File: src/rtl/mh64_pkg.sv
// MurmurHash64A stream hasher: shared constants, codes and control types.
// Used by the interfaces, the controller, the datapath and the top level.
package mh64_pkg;

	localparam int DATA_W      = 64;
	localparam int COUNT_W     = 4;
	localparam int LEN_W       = 16;
	localparam int HALF_W      = DATA_W / 2;
	localparam int LENGTH_BITS = 16;

	localparam logic [LEN_W-1:0] LEN_MASK = (LENGTH_BITS >= LEN_W) ? {LEN_W{1'b1}}
		: LEN_W'((64'd1 << LENGTH_BITS) - 64'd1);

	localparam logic [DATA_W-1:0] MUR_SEED  = 64'h0000_0000_c70f_6907;
	localparam logic [DATA_W-1:0] MUR_MUL   = 64'hc6a4_a793_5bd1_e995;
	localparam int                MUR_SHIFT = 47;

	// operand select for the shared multiplier
	localparam logic [2:0] X_LEN   = 3'd0;
	localparam logic [2:0] X_WORD  = 3'd1;
	localparam logic [2:0] X_KMIX  = 3'd2;
	localparam logic [2:0] X_HXK   = 3'd3;
	localparam logic [2:0] X_HTAIL = 3'd4;
	localparam logic [2:0] X_HFIN  = 3'd5;

	// steps of one 64-bit multiply
	localparam logic [1:0] STEP_LOAD  = 2'd0;
	localparam logic [1:0] STEP_LO    = 2'd1;
	localparam logic [1:0] STEP_CROSS = 2'd2;
	localparam logic [1:0] STEP_HI    = 2'd3;

	typedef struct packed {
		logic       capture;
		logic       x_load;
		logic [2:0] x_sel;
		logic       mul_en;
		logic [1:0] step;
		logic       h_load;
		logic       h_seed;
		logic       out_load;
	} mh64_cmd_t;

	typedef struct packed {
		logic count_full;
		logic count_zero;
		logic last;
	} mh64_status_t;

endpackage

File: src/rtl/mh64_dp.sv
// Datapath of the hasher: captured word, running hash, shared 32x32 multiplier.
// Driven by mh64_ctrl through mh64_cmd_t; depends on mh64_pkg.
module mh64_dp import mh64_pkg::*; (
	input  logic               clk,
	input  mh64_cmd_t          cmd,
	input  logic [DATA_W-1:0]  data_word,
	input  logic [COUNT_W-1:0] byte_count,
	input  logic               is_last,
	input  logic [LEN_W-1:0]   total_length,
	output mh64_status_t       status,
	output logic [DATA_W-1:0]  hash_value
);

	logic [DATA_W-1:0]  word_q;
	logic [COUNT_W-1:0] count_q;
	logic               last_q;
	logic [LEN_W-1:0]   len_q;
	logic [DATA_W-1:0]  x_q;
	logic [DATA_W-1:0]  p_q;
	logic [DATA_W-1:0]  h_q;
	logic [DATA_W-1:0]  hash_q;

	logic [DATA_W-1:0]  tail_mask;
	logic [DATA_W-1:0]  x_next;
	logic [HALF_W-1:0]  mul_a;
	logic [HALF_W-1:0]  mul_b;
	logic [DATA_W-1:0]  prod;
	logic [DATA_W-1:0]  p_next;
	logic [COUNT_W-1:0] count_sel;

	always_comb begin
		count_sel         = cmd.capture ? byte_count : count_q;
		status.count_full = count_sel[COUNT_W-1];
		status.count_zero = (count_sel == '0);
		status.last       = cmd.capture ? is_last : last_q;
	end

	always_comb begin
		for (int i = 0; i < DATA_W / 8; i++) begin
			tail_mask[i*8 +: 8] = (COUNT_W'(i) < count_q) ? 8'hff : 8'h00;
		end
	end

	always_comb begin
		unique case (cmd.x_sel)
			X_LEN:   x_next = DATA_W'(len_q & LEN_MASK);
			X_WORD:  x_next = word_q;
			X_KMIX:  x_next = p_q ^ (p_q >> MUR_SHIFT);
			X_HXK:   x_next = h_q ^ p_q;
			X_HTAIL: x_next = h_q ^ (word_q & tail_mask);
			X_HFIN:  x_next = h_q ^ (h_q >> MUR_SHIFT);
			default: x_next = word_q;
		endcase
	end

	assign mul_a  = (cmd.step == STEP_HI) ? x_q[DATA_W-1:HALF_W] : x_q[HALF_W-1:0];
	assign mul_b  = (cmd.step == STEP_CROSS) ? MUR_MUL[DATA_W-1:HALF_W] : MUR_MUL[HALF_W-1:0];
	assign prod   = DATA_W'(mul_a) * DATA_W'(mul_b);
	assign p_next = (cmd.step == STEP_LO) ? prod : p_q + {prod[HALF_W-1:0], {HALF_W{1'b0}}};

	always_ff @(posedge clk) begin
		if (cmd.capture) begin
			word_q  <= data_word;
			count_q <= byte_count;
			last_q  <= is_last;
			len_q   <= total_length;
		end
		if (cmd.x_load) begin
			x_q <= x_next;
		end
		if (cmd.mul_en) begin
			p_q <= p_next;
		end
		if (cmd.h_load) begin
			h_q <= cmd.h_seed ? (MUR_SEED ^ p_next) : p_next;
		end
		if (cmd.out_load) begin
			hash_q <= p_next ^ (p_next >> MUR_SHIFT);
		end
	end

	assign hash_value = hash_q;

endmodule

File: config.mk
export PLATFORM = sky130hd
export DESIGN_NAME = mh64_dp
export DESIGN_NICKNAME = d
export VERILOG_FILES = /design/src/rtl/mh64_pkg.sv /design/src/rtl/mh64_dp.sv
export SDC_FILE = /design/constraint.sdc
export NUM_CORES = 2
export LEC_CHECK = 0
export ABC_AREA = 1
export BUFFER_PORTS_ARGS = -buffer_cell sky130_fd_sc_hd__clkbuf_2
export CORE_MARGIN = 5
export CORE_UTILIZATION = 47
export DETAILED_ROUTE_END_ITERATION = 6
export RECOVER_POWER = 50
export SLEW_MARGIN = 20
export SYNTH_ARGS = -nofsm -noshare
export SYNTH_HDL_FRONTEND = slang
export SYNTH_SLANG_ARGS = --single-unit
File: constraint.sdc
create_clock -name clk -period 12 [get_ports clk]
set_input_delay 0 -clock clk [delete_from_list [all_inputs] [get_ports clk]]
set_output_delay 0 -clock clk [all_outputs]
set_load 0.05 [all_outputs]
==> results by group <==
Status
  – Run status: finished, violations left
  – Failing checks: capacitance limit, slew limit

CTS
  – CTS tree: yes
  – CTS root buf: clkbuf_16
  – Max clock buf depth: 3
  – TritonCTS sink count: 341
  – CTS buffer count: 37
  – Worst-Skew Late Latency: 580 ps
  – Total setup buffers inserted after CTS: 0
  – Number of H-tree levels: 2
  – Clk slew on worst S/H paths: 60 ps

Setup path
  – Worst reg2reg setup slack: 1440 ps
  – Critical Path Sink Type: flip-flop
  – WP buf/inv: 6
  – Critical setup path kind: flip-flop to flip-flop
  – Worst setup SP type: flip-flop
  – R2R depth: 34
  – Worst R2R Start: x_q[54]
  – Worst-path fanout max: 6
  – CP max-delay cell: o21ai_0
  – Worst EP required: 12330 ps
  – Crit-path max cell delay: 860 ps
  – Critical path's top delay family: adder cells
  – R2R Path End: hash_value[15]
  – Crit path arrival time: 10890 ps

Routing
  – DRC viols: 0
  – Via density: 5.40
  – Per-cell routed wire length: 25.7 um
  – Drt first pass iters: 6
  – DRT iter0 DRCs: 2596
  – Via count: 32.6k
  – Post-DRT Antenna Nets: 0
  – Routed wire length: 155 mm

Logic synthesis
  – Post-synthesis adder-cell area fraction: 0.418
  – Post-synthesis compound-gate area fraction: 0.0734
  – Cells after Synth: 4576
  – Seq cells post-synth: 341
  – Post-synth top area share: 0.291
  – EDFF count, synth: 336
  – Post-synth top area cell: fa_1
  – Largest family of logic cells by synthesized area: adder cells
  – Syn. warnings: 0
  – Main synth FF type: edfxtp_1
  – Mux cell area share after synthesis: 0.000531
  – Synth cell types: 56
  – Syn Area/Cell: 9.26 um^2
  – Seq/Total Area, Yosys: 0.240
  – Leading post-synthesis cells by cell area: fa_1 29%, edfxtp_1 24%, ha_1 13%
  – Asr flop ratio synth: 0
  – Syn Std Cell Area: 42400 um^2
  – Synth Area in Simple Gates: 0.133
  – Post-Synth XOR/XNOR Area: 0.0282

Placement
  – # port buffers: 163
  – Placer Congestion: 1.01
  – Post-DP HPWL: 131 mm

Hold path
  – HP Start: data_word[52]
  – Hold Path Depth: 2
  – Hold/Removal Path Class: input pin to flip-flop
  – Hold Path Sink: word_q[52]

Finish
  – Synth-to-layout area growth: 10.4%
  – Most frequent cells in the layout: 1060 x inv_1, 768 x nand2_1, 616 x fa_1
  – ANT cells: 0
  – Commonest non-fill, non-tap cell in the layout: inv_1
  – Fraction of layout cells with a size suffix above 1: 0.0826
  – Nets: 5976
  – Area taken by multi-input logic gates: 27700 um^2
  – Register area: 10200 um^2
  – Fillcell total: 8405

Timing
  – Setup violators final: 0
  – Worst Max-Slew Pin Slew: 4850 ps
  – FMAX: 0.0947 GHz
  – Sum Neg Setup Slack: 0 ps
  – Clock skew: 29.3 ps
  – RSZ-0062 raised after global routing: false
  – Hold Fails Final Rpt: 0
  – Slew margin rel.: -2.23
  – Final worst path period need: 10560 ps
  – Slew Limit Fails: 301
  – Fin crit share: 0.880

Global routing
  – Number of global-route vias before repair: 33.9k
  – First-pass GRT wire length: 226 mm
  – Pin count of the biggest net entering global routing: 68
  – Initial antenna violation count: 2
  – Overflow after GRT: 0
  – Total GRT Usage: 0.324

Floorplanning
  – Site Rows: 110
  – DIE AREA: 96300 um^2
  – Die X: 310 um
  – Die height: 310 um
  – I/O pin cnt: 164
  – Initial Utilization: 0.472
  – Core box area: 89700 um^2

Flow run
  – Max Cap Viol: 5
synthesized netlist by cell type, types with 27 or more instances:
cell type,instances
buf_2,27
clkbuf_1,65
fa_1,616
o21ai_0,173
inv_1,1060
xnor2_1,27
nand2_1,770
xor2_1,104
ha_1,431
o2111ai_1,56
edfxtp_1,336
a21oi_1,165
nand3_1,135
inv_2,27
nor2_1,296
registers in the layout, indices dropped and copies added (netlist names):
name	count
h_q	64
last_q	1
p_q	64
hash_value	64
word_q	64
x_q	64
count_q	4
len_q	16
layout make-up:
type / count / share of cell area
multi-input cells: 3053 / 0.593
flip-flops and latches: 341 / 0.218
inverters: 1089 / 0.0874
repair buffers: 310 / 0.0453
well taps: 1176 / 0.0314
clock buffers: 44 / 0.0204
clock inverters: 20 / 0.00489
kinds of logic (layout without fill, tap and decap cells):
logic type / after synthesis / in the layout
AND/OR/NAND/NOR: 1342 / 1342
buffers and inverters: 1186 / 1463
adder cells (fa/ha/maj): 1047 / 1047
AO/OA/AOI/OAI: 522 / 522
flip-flops: 341 / 341
XOR/XNOR: 134 / 134
other: 2 / 6
multiplexers: 2 / 2
per-layer routing:
metal,vias up,GRT usage,routed length (um)
li1,14800,-,-
met2,1211,0.534,73300
met1,16300,0.429,63000
met3,262,0.0611,11300
met4,4,0.126,7420
met5,-,0,32
worst max path at each step:
stage / from / depth (start not counted) / slack, ps / endpoint
finish: x_q[54] / 34 / 1440 / hash_value[15]
CTS: x_q[54] / 34 / 1470 / hash_value[15]
global placement: cmd[3] / 40 / 1070 / hash_value[15]
floorplan: cmd[4] / 38 / 3660 / hash_value[15]
global route: x_q[54] / 34 / 980 / hash_value[15]
detailed placement: cmd[3] / 40 / 1090 / hash_value[15]
per-stage QoR:
| stage | instances | instance area, um^2 | setup WS (ps) | hold slack (ps) | util |
|---|---|---|---|---|---|
| 4_1_cts | 6033 | 46800 | 1470 | 113 | 0.522 |
| 5_1_grt | 6033 | 46800 | 981 | 127 | 0.521 |
| 3_3_place_gp | 5881 | 44800 | 1070 | 178 | 0.499 |
| 6_report | 6033 | 46800 | 1440 | 134 | 0.521 |
| 3_5_place_dp | 5881 | 44800 | 1090 | 179 | 0.499 |
| 2_1_floorplan | 4580 | 42400 | 3660 | 98.9 | - |
what timing repair did:
action | 4_1_cts | 5_1_grt
hold endpoints to repair | 118 | 0
hold buffers | 88 | 0
gates resized for setup | 0 | 0
Power is left out: the tool's default activity adds up to more than one toggle a clock period on the data nets, which glitch-free logic cannot reach.
