`src/rtl/mh64_pkg.sv`:
```
// MurmurHash64A stream hasher: shared constants, codes and control types.
// Used by the interfaces, the controller, the datapath and the top level.
package mh64_pkg;

	localparam int DATA_W      = 64;
	localparam int COUNT_W     = 4;
	localparam int LEN_W       = 16;
	localparam int HALF_W      = DATA_W / 2;
	localparam int LENGTH_BITS = 16;

	localparam logic [LEN_W-1:0] LEN_MASK = (LENGTH_BITS >= LEN_W) ? {LEN_W{1'b1}}
		: LEN_W'((64'd1 << LENGTH_BITS) - 64'd1);

	localparam logic [DATA_W-1:0] MUR_SEED  = 64'h0000_0000_c70f_6907;
	localparam logic [DATA_W-1:0] MUR_MUL   = 64'hc6a4_a793_5bd1_e995;
	localparam int                MUR_SHIFT = 47;

	// operand select for the shared multiplier
	localparam logic [2:0] X_LEN   = 3'd0;
	localparam logic [2:0] X_WORD  = 3'd1;
	localparam logic [2:0] X_KMIX  = 3'd2;
	localparam logic [2:0] X_HXK   = 3'd3;
	localparam logic [2:0] X_HTAIL = 3'd4;
	localparam logic [2:0] X_HFIN  = 3'd5;

	// steps of one 64-bit multiply
	localparam logic [1:0] STEP_LOAD  = 2'd0;
	localparam logic [1:0] STEP_LO    = 2'd1;
	localparam logic [1:0] STEP_CROSS = 2'd2;
	localparam logic [1:0] STEP_HI    = 2'd3;

	typedef struct packed {
		logic       capture;
		logic       x_load;
		logic [2:0] x_sel;
		logic       mul_en;
		logic [1:0] step;
		logic       h_load;
		logic       h_seed;
		logic       out_load;
	} mh64_cmd_t;

	typedef struct packed {
		logic count_full;
		logic count_zero;
		logic last;
	} mh64_status_t;

endpackage

```
`src/rtl/mh64_ctrl.sv`:
```
// Controller of the hasher: sequences seed, word mix, tail and finalization.
// Drives mh64_dp through mh64_cmd_t; depends on mh64_pkg.
module mh64_ctrl import mh64_pkg::*; (
	input  logic         clk,
	input  logic         arst_n,
	input  logic         key_valid,
	output logic         key_ready,
	output logic         out_valid,
	input  logic         out_ready,
	input  mh64_status_t status,
	output mh64_cmd_t    cmd
);

	localparam logic [2:0] ST_IDLE = 3'd0;
	localparam logic [2:0] ST_SEED = 3'd1;
	localparam logic [2:0] ST_K1   = 3'd2;
	localparam logic [2:0] ST_K2   = 3'd3;
	localparam logic [2:0] ST_MIX  = 3'd4;
	localparam logic [2:0] ST_FIN  = 3'd5;

	logic [2:0] state_q, state_d;
	logic [1:0] step_q, step_d;
	logic       inside_q, inside_d;
	logic       out_valid_q;
	logic       out_free;
	logic       busy;
	logic       last_step;
	logic       advance;
	logic [2:0] pick;

	assign out_free  = !out_valid_q || out_ready;
	assign busy      = (state_q != ST_IDLE);
	assign last_step = (step_q == STEP_HI);
	assign advance   = busy && (!(last_step && state_q == ST_FIN) || out_free);
	assign key_ready = !busy;
	assign out_valid = out_valid_q;

	always_comb begin
		priority if (status.count_full) pick = ST_K1;
		else if (!status.count_zero)    pick = ST_MIX;
		else if (status.last)           pick = ST_FIN;
		else                            pick = ST_IDLE;
	end

	always_comb begin
		cmd          = '0;
		cmd.step     = step_q;
		cmd.x_load   = busy && (step_q == STEP_LOAD);
		cmd.mul_en   = advance && (step_q != STEP_LOAD);
		state_d      = state_q;
		step_d       = step_q;
		inside_d     = inside_q;

		unique case (state_q)
			ST_SEED: cmd.x_sel = X_LEN;
			ST_K1:   cmd.x_sel = X_WORD;
			ST_K2:   cmd.x_sel = X_KMIX;
			ST_MIX:  cmd.x_sel = status.count_full ? X_HXK : X_HTAIL;
			ST_FIN:  cmd.x_sel = X_HFIN;
			default: cmd.x_sel = X_WORD;
		endcase

		if (!busy && key_valid) begin
			cmd.capture = 1'b1;
			if (!inside_q) begin
				state_d = ST_SEED;
			end else begin
				state_d = pick;
			end
			if (inside_q && pick == ST_IDLE) begin
				inside_d = 1'b1;
			end
		end

		if (advance) begin
			step_d = step_q + 2'd1;
		end

		if (advance && last_step) begin
			unique case (state_q)
				ST_SEED: begin
					cmd.h_load = 1'b1;
					cmd.h_seed = 1'b1;
					state_d    = pick;
					if (pick == ST_IDLE) begin
						inside_d = 1'b1;
					end
				end
				ST_K1: state_d = ST_K2;
				ST_K2: state_d = ST_MIX;
				ST_MIX: begin
					cmd.h_load = 1'b1;
					if (status.last) begin
						state_d = ST_FIN;
					end else begin
						state_d  = ST_IDLE;
						inside_d = 1'b1;
					end
				end
				ST_FIN: begin
					cmd.out_load = 1'b1;
					state_d      = ST_IDLE;
					inside_d     = 1'b0;
				end
				default: state_d = ST_IDLE;
			endcase
		end
	end

	always_ff @(posedge clk or negedge arst_n) begin
		if (!arst_n) begin
			state_q     <= ST_IDLE;
			step_q      <= STEP_LOAD;
			inside_q    <= 1'b0;
			out_valid_q <= 1'b0;
		end else begin
			state_q  <= state_d;
			step_q   <= step_d;
			inside_q <= inside_d;
			if (cmd.out_load) begin
				out_valid_q <= 1'b1;
			end else if (out_ready) begin
				out_valid_q <= 1'b0;
			end
		end
	end

endmodule

```
`config.mk`:
```
export PLATFORM = sky130hd
export DESIGN_NAME = mh64_ctrl
export DESIGN_NICKNAME = d
export VERILOG_FILES = /design/src/rtl/mh64_pkg.sv /design/src/rtl/mh64_ctrl.sv
export SDC_FILE = /design/constraint.sdc
export NUM_CORES = 1
export LEC_CHECK = 0
export ABC_CLOCK_PERIOD_IN_PS = 1950
export BUFFER_PORTS_ARGS = -buffer_cell sky130_fd_sc_hd__buf_2
export CELL_PAD_IN_SITES_DETAIL_PLACEMENT = 0
export CELL_PAD_IN_SITES_GLOBAL_PLACEMENT = 1
export CORE_AREA = 2 2 46 48
export DETAILED_ROUTE_END_ITERATION = 8
export DIE_AREA = 0 0 48 50
export HOLD_SLACK_MARGIN = 0.15
export PLACE_DENSITY = 0.73
export SLEW_MARGIN = 10
export SYNTH_ARGS = -nofsm -noshare
export SYNTH_HDL_FRONTEND = slang
export SYNTH_SLANG_ARGS = --single-unit
```
`constraint.sdc`:
```
create_clock -name clk -period 1.95 [get_ports clk]
set_input_delay 0.39 -clock clk [delete_from_list [all_inputs] [get_ports clk]]
set_output_delay 0.39 -clock clk [all_outputs]
set_load 0.02 [all_outputs]
```
==> key figures <==
Pwr
  • Max VDD drop: 0.975 mV
  • Sequential Power Share: 21.2%
  • Clock power frac: 7.9%
  • Combinational share of power: 71.0%
  • Pwr Density: 1870 mW/mm²
  • Tot Pwr: ~1.6 mW
  • NetSw: approximately 0.77 mW
  • Internal: about 0.83 mW
  • Lkg Pwr: 0.407 nW
  • Sw Share: around 48%

Floorplan
  • Die ar.: approximately 0.0024 mm²
  • CORE AREA: 0.00190 mm²
  • Die height: 50 µm
  • Initial Util: 32.6%
  • IO Pins: 20
  • Die X-Extent: 48 µm
  • Std cell rows: 16

GRT
  • GRT Overall Usage: 13.1%
  • Pin count of the biggest net entering global routing: 11
  • First-pass GRT wire length: 2210 µm
  • Total grt overflow: 0
  • Antenna violations before repair: 0
  • Vias in the first global route: around 520

Clocking
  • Num Clock Sinks: 7
  • TritonCTS clock tree: yes
  • CTS Buf Count: 3
  • Max Root-Sink Buffers: 2
  • # H-tree levels: 1
  • Clk_lat worst skew: approximately 0.24 ns
  • Clk root buf: clkbuf_4
  • Clock transition at path regs: 0.05 ns

Critical path
  • Worst reg2reg startpoint: state_q[1]$_DFFE_PN0P_
  • Worst path cell trace: and4b_4 -> o21a_2 -> nor3_2 -> buf_2
  • CP max stage delay: about 0.45 ns
  • Critical path class: register to output pin
  • CP max-delay cell: dfrtp_2
  • Setup crit end kind: output pin
  • Nature of the critical path startpoint: register
  • Critical Path Source: state_q[2]$_DFFE_PN0P_
  • Worst EP arrival: 1.51 ns
  • CP required: 1.56 ns
  • Crit path max fanout: 7

Hold path
  • HP Start: out_ready
  • HP Class: input port to register

Synth
  • Post-synthesis sequential area ratio: 28.3%
  • Distinct cell type count after synthesis: 34
  • Net count after synthesis: 85
  • Mapped Area: 619 µm²
  • Yosys reg bits: 7
  • YS warnings: 0
  • Syn Inst Count: 76
  • Mean post-synth cell area: 8.15 µm²

Timing
  • Final Critical Period: approximately 1.9 ns
  • Hold Slack: 0.365 ns
  • Setup violators final: 0
  • Setup Skew: 0.00209 ns
  • Fmax: 0.527 GHz
  • Worst slew margin: 80.1%
  • Tcrit/Tclk final: 97.3%
  • Hold Vio Cnt, Final: 0
  • Worst setup margin: 0.0522 ns
  • Total negative slack: 0 ns
  • Max-slew violations: 0
  • Worst-Margin Slew: 0.298 ns

Detailed routing
  • Via/cell ratio: 4.60
  • Routed wire length on met2: 642 µm
  • Metal-1 WL: 805 µm
  • Antenna-violating nets left: 0
  • WL/cell: 11.4 µm
  • 1st-iter DRT viols: 15
  • Drt drc: 0
  • Via count: between 600 and 700
  • Top sig layer: met4
  • WL met3: 48 µm
  • DRT Wirelength: roughly 1500 µm
  • DRT Pass-1 Iters: 4

Placed design
  • Pre-CTS setup slack: ~0.14 ns
  • IO buf count: 19
  • Hpwl dp: between 1000 and 1500 µm
  • Placer Congestion: 0.799
  • Inst Count DP: 122
  • Placed inst area: 749 µm²

Layout
  • Post-route cell area: 855 µm²
  • Fin nets: roughly 120
  • Fillers: 211
  • Reg area: around 180 µm²
  • # diodes: 0
  • Non-Filler Instances: 134
  • P&R area growth vs syn: 38.0%
  • Layout cells sized above 1: about 44%
  • Multi-input gate area in the final layout: 409 µm²
  • Util after Layout: 44.9%

Outcome
  • Status: complete, no violations

Job
  • Max-cap violations: 0
## routing by layer
| metal | up-vias | GRT usage (%) |
|---|---|---|
| met5 | - | 0 |
| met4 | 0 | 8.11 |
| met3 | 4 | 1.10 |
| met2 | 17 | 17.6 |
| met1 | 267 | 19.3 |
| li1 | 328 | - |
## cell type report
cell class	instances	share of cell area, %
clock buffers	4	3.07
inverters	7	3.07
multi-input cells	59	47.9
flip-flops and latches	7	20.9
well taps	27	3.95
repair buffers	30	21.1
## cell usage in the layout (no fill, tap or decap), drive strengths merged, types with 2 or more instances in the layout
cell,count
and3,2
o21ai,3
buf,29
a21oi,7
ha,2
nand2,6
clkbuf,4
nor3,5
nor2,9
nand2b,7
dfrtp,7
o22a,2
nor2b,2
inv,7
## power by group through the flow
| stage | combinational (mW) | clock, mW | sequential, mW |
|---|---|---|---|
| 2_1_floorplan | 0.767 | 0 | 0.324 |
| 3_3_place_gp | 0.993 | 0 | 0.340 |
| 3_5_place_dp | 0.989 | 0 | 0.349 |
| 4_1_cts | 1.01 | 0.131 | 0.364 |
| 5_1_grt | 1.24 | 0.140 | 0.356 |
| 6_report | 1.14 | 0.126 | 0.339 |
## path summary, 6_finish.rpt
kind | slack (ns) | cells past startpoint | endpoint
hold reg to reg | 0.56 | 2 | out_valid$_DFFE_PN0P_
min in group asynchronous | 0.51 | 2 | step_q[1]$_DFFE_PN0P_
setup / recovery | 0.05 | 4 | cmd[0]
hold / removal | 0.36 | 2 | out_valid$_DFFE_PN0P_
setup reg to reg | 0.45 | 5 | state_q[0]$_DFFE_PN0P_
max in group asynchronous | 1.28 | 2 | state_q[0]$_DFFE_PN0P_
## logic make-up (layout without fill, tap and decap cells)
logic type / count (synthesis) / count (layout) / synth area share, %
simple gates: 35 / 35 / 33.1
fa+ha+maj: 2 / 2 / 4.04
flops: 7 / 7 / 28.3
compound gates: 20 / 20 / 22.2
buf+inv: 10 / 41 / 8.48
xor+xnor: 1 / 1 / 1.41
mux: 1 / 1 / 2.42
## cells in the mapped netlist (all sizes together)
master   n  area, µm²
nor2b    2       12.5
o21ai    3       15.0
buf      3       26.3
o32a     1       10.0
xnor2    1       8.76
a22o     1       8.76
o21a     1       8.76
nand2b   7       43.8
mux2     1       15.0
nand2    6       22.5
nor3b    1       7.51
a21oi    7       38.8
and3     2       17.5
inv      7       26.3
o22ai    1       6.26
dfrtp    7        175
nor2     9       43.8
ha       2       25.0
nor3     5       30.0
a31oi    1       6.26
nand3b   1       7.51
o221ai   1       8.76
o31a     1       8.76
or2      1       6.26
and4b    1       13.8
o22a     2       17.5
a2bb2oi  1       8.76
## state kept, by name, indices dropped and copies added, names as in the netlist
register / flops
state_q: 3
step_q: 2
inside_q: 1
out_valid: 1
## timing repair
item | 4_1_cts | 5_1_grt
endpoints found under the hold margin | 7 | 0
hold buffers | 1 | 0
endpoints found under the setup margin | 1 | 2
resized for setup | 5 | 0
buffers inserted | 0 | 7
## worst max-delay path: cells and delay by family, from the launching register on
family / cells / cell delay, ns
flops: 1 / 0.45
simple gates: 2 / 0.38
compound gates: 1 / 0.25
buf+inv: 1 / 0.18
(Power assumes the default switching activity.)
